[config.mk]
export PLATFORM = sky130hd
export DESIGN_NAME = lole_seq
export DESIGN_NICKNAME = d
export VERILOG_FILES = /design/src/rtl/core/lole_pkg.sv /design/src/rtl/core/lole_seq.sv
export SDC_FILE = /design/constraint.sdc
export NUM_CORES = 1
export LEC_CHECK = 0
export CAP_MARGIN = 40
export CORE_MARGIN = 5
export CORE_UTILIZATION = 25
export DETAILED_ROUTE_END_ITERATION = 16
export DONT_BUFFER_PORTS = 1
export PLACE_DENSITY = 0.45
export SETUP_SLACK_MARGIN = 0.05
export SYNTH_ARGS = -nofsm -noshare
export SYNTH_HDL_FRONTEND = slang
export SYNTH_SLANG_ARGS = --single-unit
[constraint.sdc]
create_clock -name clk -period 8.62 [get_ports clk]
set_input_delay 0 -clock clk [delete_from_list [all_inputs] [get_ports clk]]
set_output_delay 0 -clock clk [all_outputs]
set_load 0.01 [all_outputs]
[src/rtl/core/lole_pkg.sv]
// lole_pkg: shared types, codes and the microcode ROM for the linked order list engine.
// No dependencies; used by lole_seq, lole_dpath and the top level.
package lole_pkg;

	localparam int LOLE_MAX_ITEMS = 1024;
	localparam int OP_W = 3;
	localparam int ITEM_W = 11;
	localparam int CFG_W = 11;
	localparam int SUM_W = 20;
	localparam int ITEM_COUNT_RST = 1024;
	localparam int UPC_W = 6;

	localparam logic [OP_W-1:0] OP_INIT = 3'd0;
	localparam logic [OP_W-1:0] OP_LEFT = 3'd1;
	localparam logic [OP_W-1:0] OP_RIGHT = 3'd2;
	localparam logic [OP_W-1:0] OP_SWAP = 3'd3;
	localparam logic [OP_W-1:0] OP_REV = 3'd4;
	localparam logic [OP_W-1:0] OP_REPORT = 3'd5;

	typedef logic [UPC_W-1:0] upc_t;

	// operand sources for link table addresses and write data
	typedef enum logic [3:0] {
		OPD_ZERO,
		OPD_X,
		OPD_Y,
		OPD_PX,
		OPD_NX,
		OPD_PY,
		OPD_NY,
		OPD_IDX,
		OPD_IDX_NEXT,
		OPD_IDX_PREV,
		OPD_WALK
	} opnd_t;

	typedef enum logic [2:0] {
		COND_NEVER,
		COND_PD_EQ_X,
		COND_ND_EQ_X,
		COND_ND_EQ_Y,
		COND_IDX_NE_CNT,
		COND_WALK_GO,
		COND_OUT_BUSY
	} cond_t;

	typedef enum logic [2:0] {
		MISC_NONE,
		MISC_INIT_START,
		MISC_INIT_STEP,
		MISC_WALK_START,
		MISC_WALK_STEP,
		MISC_EMIT,
		MISC_TOGGLE
	} misc_t;

	typedef struct packed {
		opnd_t rd_p_sel;
		opnd_t rd_n_sel;
		logic  ld_px;
		logic  ld_nx;
		logic  ld_py;
		logic  ld_ny;
		logic  wr_p;
		opnd_t wr_p_addr;
		opnd_t wr_p_data;
		logic  wr_n;
		opnd_t wr_n_addr;
		opnd_t wr_n_data;
		cond_t cond;
		upc_t  target;
		logic  last;
		misc_t misc;
	} ctrl_word_t;

	// datapath status seen by the sequencer
	typedef struct packed {
		logic args_ok;
		logic rev;
		logic pd_eq_x;
		logic nd_eq_x;
		logic nd_eq_y;
		logic idx_ne_cnt;
		logic walk_go;
		logic out_busy;
	} stat_t;

	// microprogram entry points
	localparam upc_t U_ML0 = 6'd0;    // move x before y, 8 steps
	localparam upc_t U_MR0 = 6'd8;    // move x after y, 8 steps
	localparam upc_t U_SW0 = 6'd16;   // swap, general, 7 steps
	localparam upc_t U_SA0 = 6'd23;   // swap, x directly before y
	localparam upc_t U_SB0 = 6'd27;   // swap, y directly before x
	localparam upc_t U_INIT0 = 6'd30;
	localparam upc_t U_INIT1 = 6'd31;
	localparam upc_t U_REP0 = 6'd32;
	localparam upc_t U_REP1 = 6'd33;
	localparam upc_t U_REP2 = 6'd34;
	localparam upc_t U_REV = 6'd35;
	localparam upc_t U_DONE = 6'd36;

	localparam ctrl_word_t CW_NOP = '{
		rd_p_sel: OPD_ZERO, rd_n_sel: OPD_ZERO,
		ld_px: 1'b0, ld_nx: 1'b0, ld_py: 1'b0, ld_ny: 1'b0,
		wr_p: 1'b0, wr_p_addr: OPD_ZERO, wr_p_data: OPD_ZERO,
		wr_n: 1'b0, wr_n_addr: OPD_ZERO, wr_n_data: OPD_ZERO,
		cond: COND_NEVER, target: U_DONE, last: 1'b0, misc: MISC_NONE
	};

	function automatic ctrl_word_t wp(input ctrl_word_t w, input opnd_t a, input opnd_t d);
		ctrl_word_t r;
		r = w;
		r.wr_p = 1'b1;
		r.wr_p_addr = a;
		r.wr_p_data = d;
		return r;
	endfunction

	function automatic ctrl_word_t wn(input ctrl_word_t w, input opnd_t a, input opnd_t d);
		ctrl_word_t r;
		r = w;
		r.wr_n = 1'b1;
		r.wr_n_addr = a;
		r.wr_n_data = d;
		return r;
	endfunction

	function automatic ctrl_word_t jmp(input ctrl_word_t w, input cond_t c, input upc_t t);
		ctrl_word_t r;
		r = w;
		r.cond = c;
		r.target = t;
		return r;
	endfunction

	// microcode ROM; reads issued in one step return data in the next
	function automatic ctrl_word_t rom_word(input upc_t a);
		ctrl_word_t w;
		w = CW_NOP;
		unique case (a)
			// move x before y
			6'd0: begin w.rd_p_sel = OPD_Y; w.rd_n_sel = OPD_X; end
			6'd1: begin
				w = jmp(w, COND_PD_EQ_X, U_DONE);
				w.ld_nx = 1'b1;
				w.rd_p_sel = OPD_X;
			end
			6'd2: w.ld_px = 1'b1;
			6'd3: w = wp(wn(w, OPD_PX, OPD_NX), OPD_NX, OPD_PX);
			6'd4: w.rd_p_sel = OPD_Y;   // re-read after unlink
			6'd5: w.ld_py = 1'b1;
			6'd6: w = wp(wn(w, OPD_PY, OPD_X), OPD_X, OPD_PY);
			6'd7: begin w = wp(wn(w, OPD_X, OPD_Y), OPD_Y, OPD_X); w.last = 1'b1; end
			// move x after y
			6'd8: begin w.rd_p_sel = OPD_X; w.rd_n_sel = OPD_Y; end
			6'd9: begin
				w = jmp(w, COND_ND_EQ_X, U_DONE);
				w.ld_px = 1'b1;
				w.rd_n_sel = OPD_X;
			end
			6'd10: w.ld_nx = 1'b1;
			6'd11: w = wp(wn(w, OPD_PX, OPD_NX), OPD_NX, OPD_PX);
			6'd12: w.rd_n_sel = OPD_Y;
			6'd13: w.ld_ny = 1'b1;
			6'd14: w = wp(wn(w, OPD_X, OPD_NY), OPD_NY, OPD_X);
			6'd15: begin w = wp(wn(w, OPD_Y, OPD_X), OPD_X, OPD_Y); w.last = 1'b1; end
			// swap
			6'd16: begin w.rd_p_sel = OPD_X; w.rd_n_sel = OPD_X; end
			6'd17: begin
				w = jmp(w, COND_ND_EQ_Y, U_SA0);
				w.ld_px = 1'b1;
				w.ld_nx = 1'b1;
				w.rd_p_sel = OPD_Y;
				w.rd_n_sel = OPD_Y;
			end
			6'd18: begin
				w = jmp(w, COND_ND_EQ_X, U_SB0);
				w.ld_py = 1'b1;
				w.ld_ny = 1'b1;
			end
			6'd19: w = wp(wn(w, OPD_PX, OPD_Y), OPD_NX, OPD_Y);
			6'd20: w = wp(wn(w, OPD_PY, OPD_X), OPD_NY, OPD_X);
			6'd21: w = wp(wn(w, OPD_Y, OPD_NX), OPD_Y, OPD_PX);
			6'd22: begin w = wp(wn(w, OPD_X, OPD_NY), OPD_X, OPD_PY); w.last = 1'b1; end
			// swap, x then y adjacent
			6'd23: begin w.ld_py = 1'b1; w.ld_ny = 1'b1; end
			6'd24: w = wp(wn(w, OPD_PX, OPD_Y), OPD_Y, OPD_PX);
			6'd25: w = wp(wn(w, OPD_X, OPD_NY), OPD_NY, OPD_X);
			6'd26: begin w = wp(wn(w, OPD_Y, OPD_X), OPD_X, OPD_Y); w.last = 1'b1; end
			// swap, y then x adjacent
			6'd27: w = wp(wn(w, OPD_PY, OPD_X), OPD_X, OPD_PY);
			6'd28: w = wp(wn(w, OPD_Y, OPD_NX), OPD_NX, OPD_Y);
			6'd29: begin w = wp(wn(w, OPD_X, OPD_Y), OPD_Y, OPD_X); w.last = 1'b1; end
			// init: one node per step
			6'd30: w.misc = MISC_INIT_START;
			6'd31: begin
				w = wp(wn(w, OPD_IDX, OPD_IDX_NEXT), OPD_IDX, OPD_IDX_PREV);
				w = jmp(w, COND_IDX_NE_CNT, U_INIT1);
				w.misc = MISC_INIT_STEP;
				w.last = 1'b1;
			end
			// report: one node per step, address taken straight from read data
			6'd32: begin
				w.rd_p_sel = OPD_ZERO;
				w.rd_n_sel = OPD_ZERO;
				w.misc = MISC_WALK_START;
			end
			6'd33: begin
				w.rd_p_sel = OPD_WALK;
				w.rd_n_sel = OPD_WALK;
				w = jmp(w, COND_WALK_GO, U_REP1);
				w.misc = MISC_WALK_STEP;
			end
			6'd34: begin
				w = jmp(w, COND_OUT_BUSY, U_REP2);
				w.misc = MISC_EMIT;
				w.last = 1'b1;
			end
			6'd35: begin w.misc = MISC_TOGGLE; w.last = 1'b1; end
			default: w.last = 1'b1;
		endcase
		return w;
	endfunction

endpackage

[src/rtl/core/lole_seq.sv]
// lole_seq: microprogram counter, ROM lookup, op dispatch and conditional jumps.
// Depends on lole_pkg (ROM, control word and status types).
module lole_seq import lole_pkg::*; (
	input  logic            clk,
	input  logic            arst_n,
	input  logic            in_fire,
	input  logic [OP_W-1:0] op,
	input  stat_t           stat,
	output logic            in_ready,
	output ctrl_word_t      ctrl
);

	logic       busy_q, busy_d;
	upc_t       upc_q, upc_d;
	ctrl_word_t cw;
	logic       cond_true;
	logic       start;
	upc_t       entry;

	always_ff @(posedge clk or negedge arst_n) begin
		if (!arst_n) begin
			busy_q <= 1'b0;
			upc_q <= U_DONE;
		end else begin
			busy_q <= busy_d;
			upc_q <= upc_d;
		end
	end

	assign cw = rom_word(upc_q);
	assign ctrl = busy_q ? cw : CW_NOP;
	assign in_ready = !busy_q;

	always_comb begin
		unique case (cw.cond)
			COND_PD_EQ_X:    cond_true = stat.pd_eq_x;
			COND_ND_EQ_X:    cond_true = stat.nd_eq_x;
			COND_ND_EQ_Y:    cond_true = stat.nd_eq_y;
			COND_IDX_NE_CNT: cond_true = stat.idx_ne_cnt;
			COND_WALK_GO:    cond_true = stat.walk_go;
			COND_OUT_BUSY:   cond_true = stat.out_busy;
			default:         cond_true = 1'b0;
		endcase
	end

	// bad arguments and unused ops are taken and dropped here
	always_comb begin
		start = 1'b0;
		entry = U_DONE;
		unique case (op)
			OP_INIT: begin start = 1'b1; entry = U_INIT0; end
			OP_LEFT, OP_RIGHT: begin
				start = stat.args_ok;
				entry = ((op == OP_LEFT) ^ stat.rev) ? U_ML0 : U_MR0;
			end
			OP_SWAP: begin start = stat.args_ok; entry = U_SW0; end
			OP_REV: begin start = 1'b1; entry = U_REV; end
			OP_REPORT: begin start = 1'b1; entry = U_REP0; end
			default: begin start = 1'b0; entry = U_DONE; end
		endcase
	end

	always_comb begin
		busy_d = busy_q;
		upc_d = upc_q;
		if (!busy_q) begin
			if (in_fire && start) begin
				busy_d = 1'b1;
				upc_d = entry;
			end
		end else if (cond_true) begin
			upc_d = cw.target;
		end else if (cw.last) begin
			busy_d = 1'b0;
		end else begin
			upc_d = upc_q + 1'b1;
		end
	end

endmodule

# Word-level counts from Yosys, hierarchy flattened
# Index checks and enable logic that the tools add are counted.
# totals
regBits	7
in_bits	14
output_inout_bits	44
word_cells	96
# op_classes
addsub	1
eq_ne	47
mux	22
bitwise	1
n_reduce_logical	23
# ops
cell	n
$pmux W27 S18	1
$eq A6 B5 Y1 const B	16
$eq A6 B4 Y1 const B	8
$mux W43	1
$pmux W6 S5	1
$reduce_or A3 Y1	10
$reduce_or A28 Y1	1
$eq A6 B3 Y1 const B	4
$eq A6 B6 Y1 const B	4
$mux W6	4
$pmux W4 S3	2
$pmux W3 S6	1
$eq A3 B3 Y1 const B	5
$eq A3 B2 Y1 const B	4
$eq A6 B2 Y1 const B	2
$reduce_or A2 Y1	6
$mux W1	9
$add A6 B1 Y6 const B	1
$eq A3 B1 Y1 const B	2
$eq A6 B1 Y1 const B	1
$logic_not A6 Y1	1
$pmux W1 S6	1
$mux W4	1
$logic_not A3 Y1	1
7 further kinds	7

# Depth between registers and ports, before layout
# Gate-level depths: netlist of the first run.
# depth
ltp_word	7
depth_mapped	11
depth_no_buf	10

# Least setup slack after synthesis of the first run
# Ideal clock, no wire load.
# synth_path
path_type	flip-flop to flip-flop
startpoint	register upc_q[1]
endpoint	register upc_q[1]
arrival_ps	2669
t_required_ps	8494
setup_slack_ps	5825
stages_incl_launch_ff	11
n_path_buf	1
path_cell_list	dfrtp_1 > inv_1 > ha_1 > or3b_4 > or2_2 > a211oi_1 > a2bb2oi_2 > or3_4 > buf_6 > mux2_4 > o32a_1
# synth_between
elab_chain_len	7
elab_cells_between_ends	55
cone_classes	1 x add/sub; 41 x eq/ne; 5 x mux; 8 x reduce/logical
# synth_rtl
item	line_no	rtl
from (decl)	lole_seq.sv:14	upc_t upc_q, upc_d;
from (signal assigned)	lole_seq.sv:26	upc_q <= upc_d;
$eq A6 B5 Y1, or another cell as far along	lole_pkg.sv:140	unique case (a)
$reduce_or A2 Y1 (no source line)	-	
$pmux W27 S18	lole_pkg.sv:140	
$eq A3 B3 Y1, or another cell as far along	lole_seq.sv:35	unique case (cw.cond)
$pmux W1 S6	lole_seq.sv:35	
$ne A3 B2 Y1 (no source line) / $mux W6 (equally long branches)	-	
$reduce_and A2 Y1 (no source line) / $mux W6 (equally long branches)	-	
# Several ways; a longest one is shown, not always the timed one. The select of a mux whose other input is x is not followed.
# A chain may end at the register's enable or synchronous reset.

# Worst setup path after layout of the first run
# layout_path
startpoint	register upc_q[2]
endpoint	register upc_q[4]
# Same word-level chain as after synthesis.

==> metrics.txt, run 1 <==
outcome=finished, final reports clean; vias per std cell=around 5.5; Clock H-tree levels=1; sequential share of power=0.172; Area Overhead vs Synth=0.740%; ys async rst share=1.00; post-route ant nets=0; WP data required=between 8 and 9 ns; measured slew at the worst slew-check pin=around 0.76 ns; diode count=0; pin count of the biggest net entering global routing=40; DR vias=1933; Cells after Synth=274; register-to-register setup slack=slightly above 5 ns; final setup margin=approximately 5 ns; P_int=between 200 and 300 uW; slowest cell on the critical path=dfstp_2; Worst VDD drop=approximately 0.13 mV; hold endpoint=upc_q[5]; critical path launch point type=register; post-synthesis sequential area ratio=0.0956; Pwr Density=approximately 380 nW/um^2; most frequent cells in the layout=31 x nor2_1, 28 x a21oi_1, 22 x nand2_1, 14 x o21ai_0, 12 x nand3_1; Leak=0.679 nW; setup repair bufs after CTS=0; Hold Fails Final Rpt=0; Cell Area, Synth=1860 sq um; Slew Limit Fails=0; Worst-path clk slew=~0.040 ns; HP Start=op[2]; post-synthesis mux area share=0.0471; Clock Skews=about 0.0013 ns; FMAX=281 MHz; Pre-Repair DR Iteration Count=4; Post-synth EDFFs=0; DRC Markers=0; crit path max fanout=36; R2R Path End=upc_q[4]; Final period util=0.413; Post-CTS Resized=0; Synth Flop Type=dfrtp_1; worst hold stages=2; CTS Buf Count=3; worst r2r src=upc_q[2]; Core Rows=31; pre-CTS WS=about 5.1 ns; Netlist cell types=70; critical path arrival=3.68 ns; share of layout cells above drive strength 1=0.111; yosys warns=0; simple-gate share of the synthesized area=0.369; final core occ=0.258; Ports=between 50 and 60; clock power share=0.067; main combinational cell family by area after synthesis=simple AND/OR/NAND/NOR gates; number of global-route vias before repair=about 1.7k; HPWL after detailed placement=approximately 4.6 mm; worst reg2reg path depth=7; antenna violations before repair=0; peak per-stage delay on the critical path=0.96 ns; port buffer count=0; Root Driver=clkbuf_8; CTS tree=built; Overall Global Routing Usage=0.136; worst path cell trace=nand4_1, o2bb2ai_1, a2bb2oi_2, nor3_1, o21ai_2, inv_1, mux2_2; Synth Area in XOR/XNOR=0.0330; total congestion overflow=0; wire per inst=~18 um; Hold Crit Class=input pin to register; Slew headroom=0.484; Setup-failing EPs final=0; kind of end point of the critical path=register; Initial Utilization=0.256; CTS Hold Bufs=1; first-pass GRT wire length=about 9.8 mm; Die Span X=between 90 and 100 um; gp weighted congestion=roughly 0.87; Crit. Startpoint=upc_q[2]; WS Path Type=register to register; setup_tns=0 ns; most common cell after layout, fill and taps aside=nor2_1; drt total wl=6.38 mm; nets=272; die footprint=9260 sq um; switching fraction of total power=0.595; Max Root-Sink Buffers=2; Tmin final=roughly 3.6 ns; Max Cap Viol=0; initial DRC count=about 170; Syn Area/Cell=roughly 6.8 sq um; RSZ-0062 raised after global routing=no; Core ar.=7250 sq um; Seq cells post-synth=7; Synth Area in Adders=0.0336; Die Y=96.2 um; clk sinks=7; switching power=between 400 and 500 uW; Compound-Gate Fraction of Synth Area=0.295; Logic pwr share=0.761; Clk Latency, worst-skew pair=0.23 ns
stage by stage:
| step | cells | cell area, sq um | power, mW | hold slack (ns) |
|---|---|---|---|---|
| finish | 351 | 1870 | 0.720 | 0.0153 |
| global route | 351 | 1870 | 0.790 | 0.0350 |
| CTS | 351 | 1870 | 0.718 | 0.00110 |
| detailed placement | 346 | 1820 | 0.666 | -0.295 |
| global placement | 345 | 1810 | 0.674 | -0.295 |
| floorplan | 277 | 1870 | 0.573 | -0.296 |
registers in the layout, indices dropped and copies added, names as in the netlist:
signal and flops:
busy_q 1, upc_q 6
synthesized netlist by cell type (all sizes together) (2+ instances only):
library cell / count / area share
a211oi: 2 / 0.0081
a21boi: 2 / 0.0081
a21o: 6 / 0.024
a21oi: 28 / 0.075
a2bb2oi: 2 / 0.013
a31oi: 5 / 0.017
a41o: 2 / 0.011
and2: 3 / 0.011
and3: 2 / 0.0067
and3b: 2 / 0.011
and4: 3 / 0.015
buf: 18 / 0.078
clkbuf: 15 / 0.030
dfrtp: 5 / 0.067
dfstp: 2 / 0.028
ha: 5 / 0.034
inv: 7 / 0.014
mux2: 3 / 0.020
mux2i: 5 / 0.027
nand2: 22 / 0.044
nand2b: 8 / 0.027
nand3: 12 / 0.032
nand3b: 4 / 0.016
nand4: 3 / 0.010
nand4bb: 2 / 0.012
nor2: 32 / 0.066
nor2b: 3 / 0.010
nor3: 9 / 0.024
nor4b: 3 / 0.022
o211a: 3 / 0.016
o21ai: 16 / 0.045
o2bb2ai: 3 / 0.014
o32ai: 2 / 0.0094
or2: 6 / 0.022
or3: 3 / 0.013
xnor2: 3 / 0.014
xor2: 4 / 0.019
per-layer routing:
metal | routed length, um | share of wire | up-vias | track usage
met5 | 0 | 0 | - | 0
met1 | 3040 | 0.48 | 924 | 0.202
met4 | 51 | 0.0080 | 0 | 0.0296
met2 | 2840 | 0.44 | 68 | 0.198
met3 | 453 | 0.071 | 5 | 0.0321
li1 | - | - | 936 | -
area by class of cell:
class,instances,area [sq um]
fill,809,5380
multi-input combinational,229,1460
sequential,7,178
tap,99,124
clock buffer,4,45.0
timing repair buffer,4,35.0
inverter,8,30.0
how the worst max path moves through the flow:
stage | end | slack (ns) | depth (start not counted)
6_report | upc_q[4] | 5.06 | 7
5_1_grt | upc_q[4] | 4.80 | 9
4_1_cts | upc_q[4] | 5.13 | 9
3_5_place_dp | upc_q[4] | 5.15 | 7
3_3_place_gp | upc_q[4] | 5.18 | 9
2_1_floorplan | upc_q[1] | 5.82 | 10
power by group through the flow:
stage	registers (mW)	logic, mW	clock network [mW]
after floorplan	0.0659	0.507	0
after global placement	0.122	0.552	0
after detailed placement	0.122	0.544	0
after CTS	0.121	0.548	0.0488
after global routing	0.132	0.607	0.0511
final	0.124	0.548	0.0481
cells by family after synthesis:
| kind of cell | Yosys count |
|---|---|
| compound gates | 82 |
| fa+ha+maj | 5 |
| flops | 7 |
| mux | 8 |
| xor+xnor | 7 |
| buf+inv | 41 |
| simple gates | 123 |
| other cells | 1 |
worst max-delay path: cells and delay by family, from the launching register on:
kind | cells | cell delay (ns)
AND/OR/NAND/NOR | 2 | 1.30
flip-flops | 1 | 0.96
AO/OA/AOI/OAI | 3 | 0.66
multiplexers | 1 | 0.35
buffers and inverters | 1 | 0.17
Note: power is estimated with default switching activity, not from simulation.
==> inputs of run 2 (changes only) <==
==> constraint.sdc (replaced) <==
create_clock -name clk -period 3.43 [get_ports clk]
set_input_delay 0 -clock clk [delete_from_list [all_inputs] [get_ports clk]]
set_output_delay 0 -clock clk [all_outputs]
set_load 0.01 [all_outputs]
==> run 2 against run 1 <==
Die area unchanged. Sequential power increased by 150%. Clock skew increased by 0.00054 ns. Final cell count increased by 6.6%. Sequential share of layout area decreased by 0.81 points. Global-route usage increased by 0.051 points. Clock power increased by 130%. Via count increased by 3.7%. Critical path depth increased by 2. Register-to-register slack got worse by 4.7 ns. Critical endpoint is now upc_q[1]. Largest cell class unchanged. Largest power group unchanged.
==> metrics.txt, run 2 (synthesized netlist as in run 1, its figures left out) <==
outcome=finished, final reports clean; diode count=0; FMAX=between 300 and 400 MHz; kind of end point of the critical path=register; hold endpoint=upc_q[5]; HP Start=op[2]; Top Registers=upc_q x6, busy_q x1; setup_tns=0 ns; most frequent cells in the layout=31 x nor2_1, 28 x a21oi_1, 24 x buf_4, 22 x nand2_1, 14 x o21ai_0; CTS Buf Count=3; WP data required=3.53 ns; gp weighted congestion=between 0.8 and 0.9; worst hold stages=2; nets=295; number of global-route vias before repair=1887; DR vias=roughly 2k; worst reg2reg path depth=9; DRC Markers=0; vias per std cell=between 5 and 6; Worst-path clk slew=about 0.04 ns; Die Y=slightly below 100 um; drt total wl=between 6 and 7 mm; Tmin final=around 3.1 ns; antenna violations before repair=0; post-route ant nets=0; Max Root-Sink Buffers=2; critical path arrival=~3.2 ns; port buffer count=0; max FFs per register=6; Area Overhead vs Synth=10.2%; Clock Skews=between 0.0015 and 0.002 ns; Pwr Density=between 900 and 1000 nW/um^2; Core ar.=between 7000 and 8000 sq um; HPWL after detailed placement=between 5 and 6 mm; Clock H-tree levels=1; crit path max fanout=7; Slew headroom=0.445; R2R Path End=upc_q[1]; Leak=0.794 nW; most common cell after layout, fill and taps aside=nor2_1; Final period util=0.909; Hold Crit Class=input pin to register; CTS tree=built; RSZ-0062 raised after global routing=no; WS Path Type=register to register; Overall Global Routing Usage=0.137; first-pass GRT wire length=~10 mm; Ports=a little under 60; Slew Limit Fails=0; die footprint=9260 sq um; critical path launch point type=register; register-to-register setup slack=0.31 ns; total congestion overflow=0; Root Driver=clkbuf_8; Die Span X=96.2 um; wire per inst=around 17 um; Hold Fails Final Rpt=0; Clk Latency, worst-skew pair=about 0.22 ns; measured slew at the worst slew-check pin=between 0.8 and 0.9 ns; Most flops, register=upc_q; clk sinks=7; pin count of the biggest net entering global routing=27; Worst VDD drop=0.253 mV; Pre-Repair DR Iteration Count=4; worst r2r src=upc_q[1]; Initial Utilization=0.256; initial DRC count=approximately 140; pre-CTS WS=slightly above 0.3 ns; Max Cap Viol=0; Setup-failing EPs final=0; share of layout cells above drive strength 1=0.178; final setup margin=between 0.3 and 0.4 ns; Core Rows=31
run 2: cell types whose count changed in the layout (fill, tap and decap cells not counted):
| cell | change |
|---|---|
| buf_4 | +22 |
| clkdlybuf4s18_2 | -1 |
| dlygate4sd3_1 | +2 |
run 2: worst max-delay path by stage:
stage	start	endpoint	cells after the start
after floorplan	upc_q[1]	upc_q[1]	10
after global placement	upc_q[4]	upc_q[1]	7
after detailed placement	upc_q[1]	upc_q[1]	9
after CTS	upc_q[1]	upc_q[1]	9
after global routing	upc_q[1]	upc_q[1]	9
final	upc_q[1]	upc_q[1]	9
run 2: area by class of cell:
type | count | area [sq um]
inverters | 8 | 30.0
well taps | 99 | 124
clock buffers | 4 | 45.0
repair buffers | 27 | 210
multi-input cells | 229 | 1460
fillers | 831 | 5200
flip-flops and latches | 7 | 178
run 2: per-layer routing:
metal / share of wire / global-route usage / vias to the layer above
met5: 0 / 0 / -
met4: 0.019 / 0.0438 / 0
met3: 0.071 / 0.0297 / 11
met2: 0.46 / 0.216 / 73
met1: 0.45 / 0.184 / 941
li1: - / - / 980
run 2: repair_timing:
item                                   in CTS  in global routing
buffers inserted                            0                  0
setup endpoints to repair                   0                  0
endpoints found under the hold margin       8                  0
gates resized for setup                     0                  0
hold buffers                                3                  0
run 2: per-stage QoR:
| stage | total power, mW | utilization | area, sq um | std cells | hold slack [ns] |
|---|---|---|---|---|---|
| 2_1_floorplan | 1.44 | - | 1870 | 277 | -0.296 |
| 3_3_place_gp | 1.84 | 0.272 | 1970 | 367 | -0.295 |
| 3_5_place_dp | 1.81 | 0.272 | 1970 | 367 | -0.295 |
| 4_1_cts | 1.95 | 0.282 | 2050 | 374 | 0.0369 |
| 5_1_grt | 2.13 | 0.282 | 2050 | 374 | 0.0765 |
| 6_report | 1.94 | 0.282 | 2050 | 374 | 0.0526 |
run 2: critical path, cell delays in order, from the launching register on:
cell and delay, ns:
dfrtp_1 0.43, inv_1 0.10, ha_1 0.28, or3b_4 0.44, or2_2 0.35, a211oi_1 0.31
a2bb2oi_2 0.23, or3_4 0.22, mux2_4 0.31, o32a_1 0.32
run 2: power breakdown:
| part | total, mW | internal (mW) | switching, mW |
|---|---|---|---|
| Clock | 0.113 | 0.0801 | 0.0324 |
| Combinational | 1.52 | 0.630 | 0.891 |
| Sequential | 0.308 | 0.138 | 0.171 |
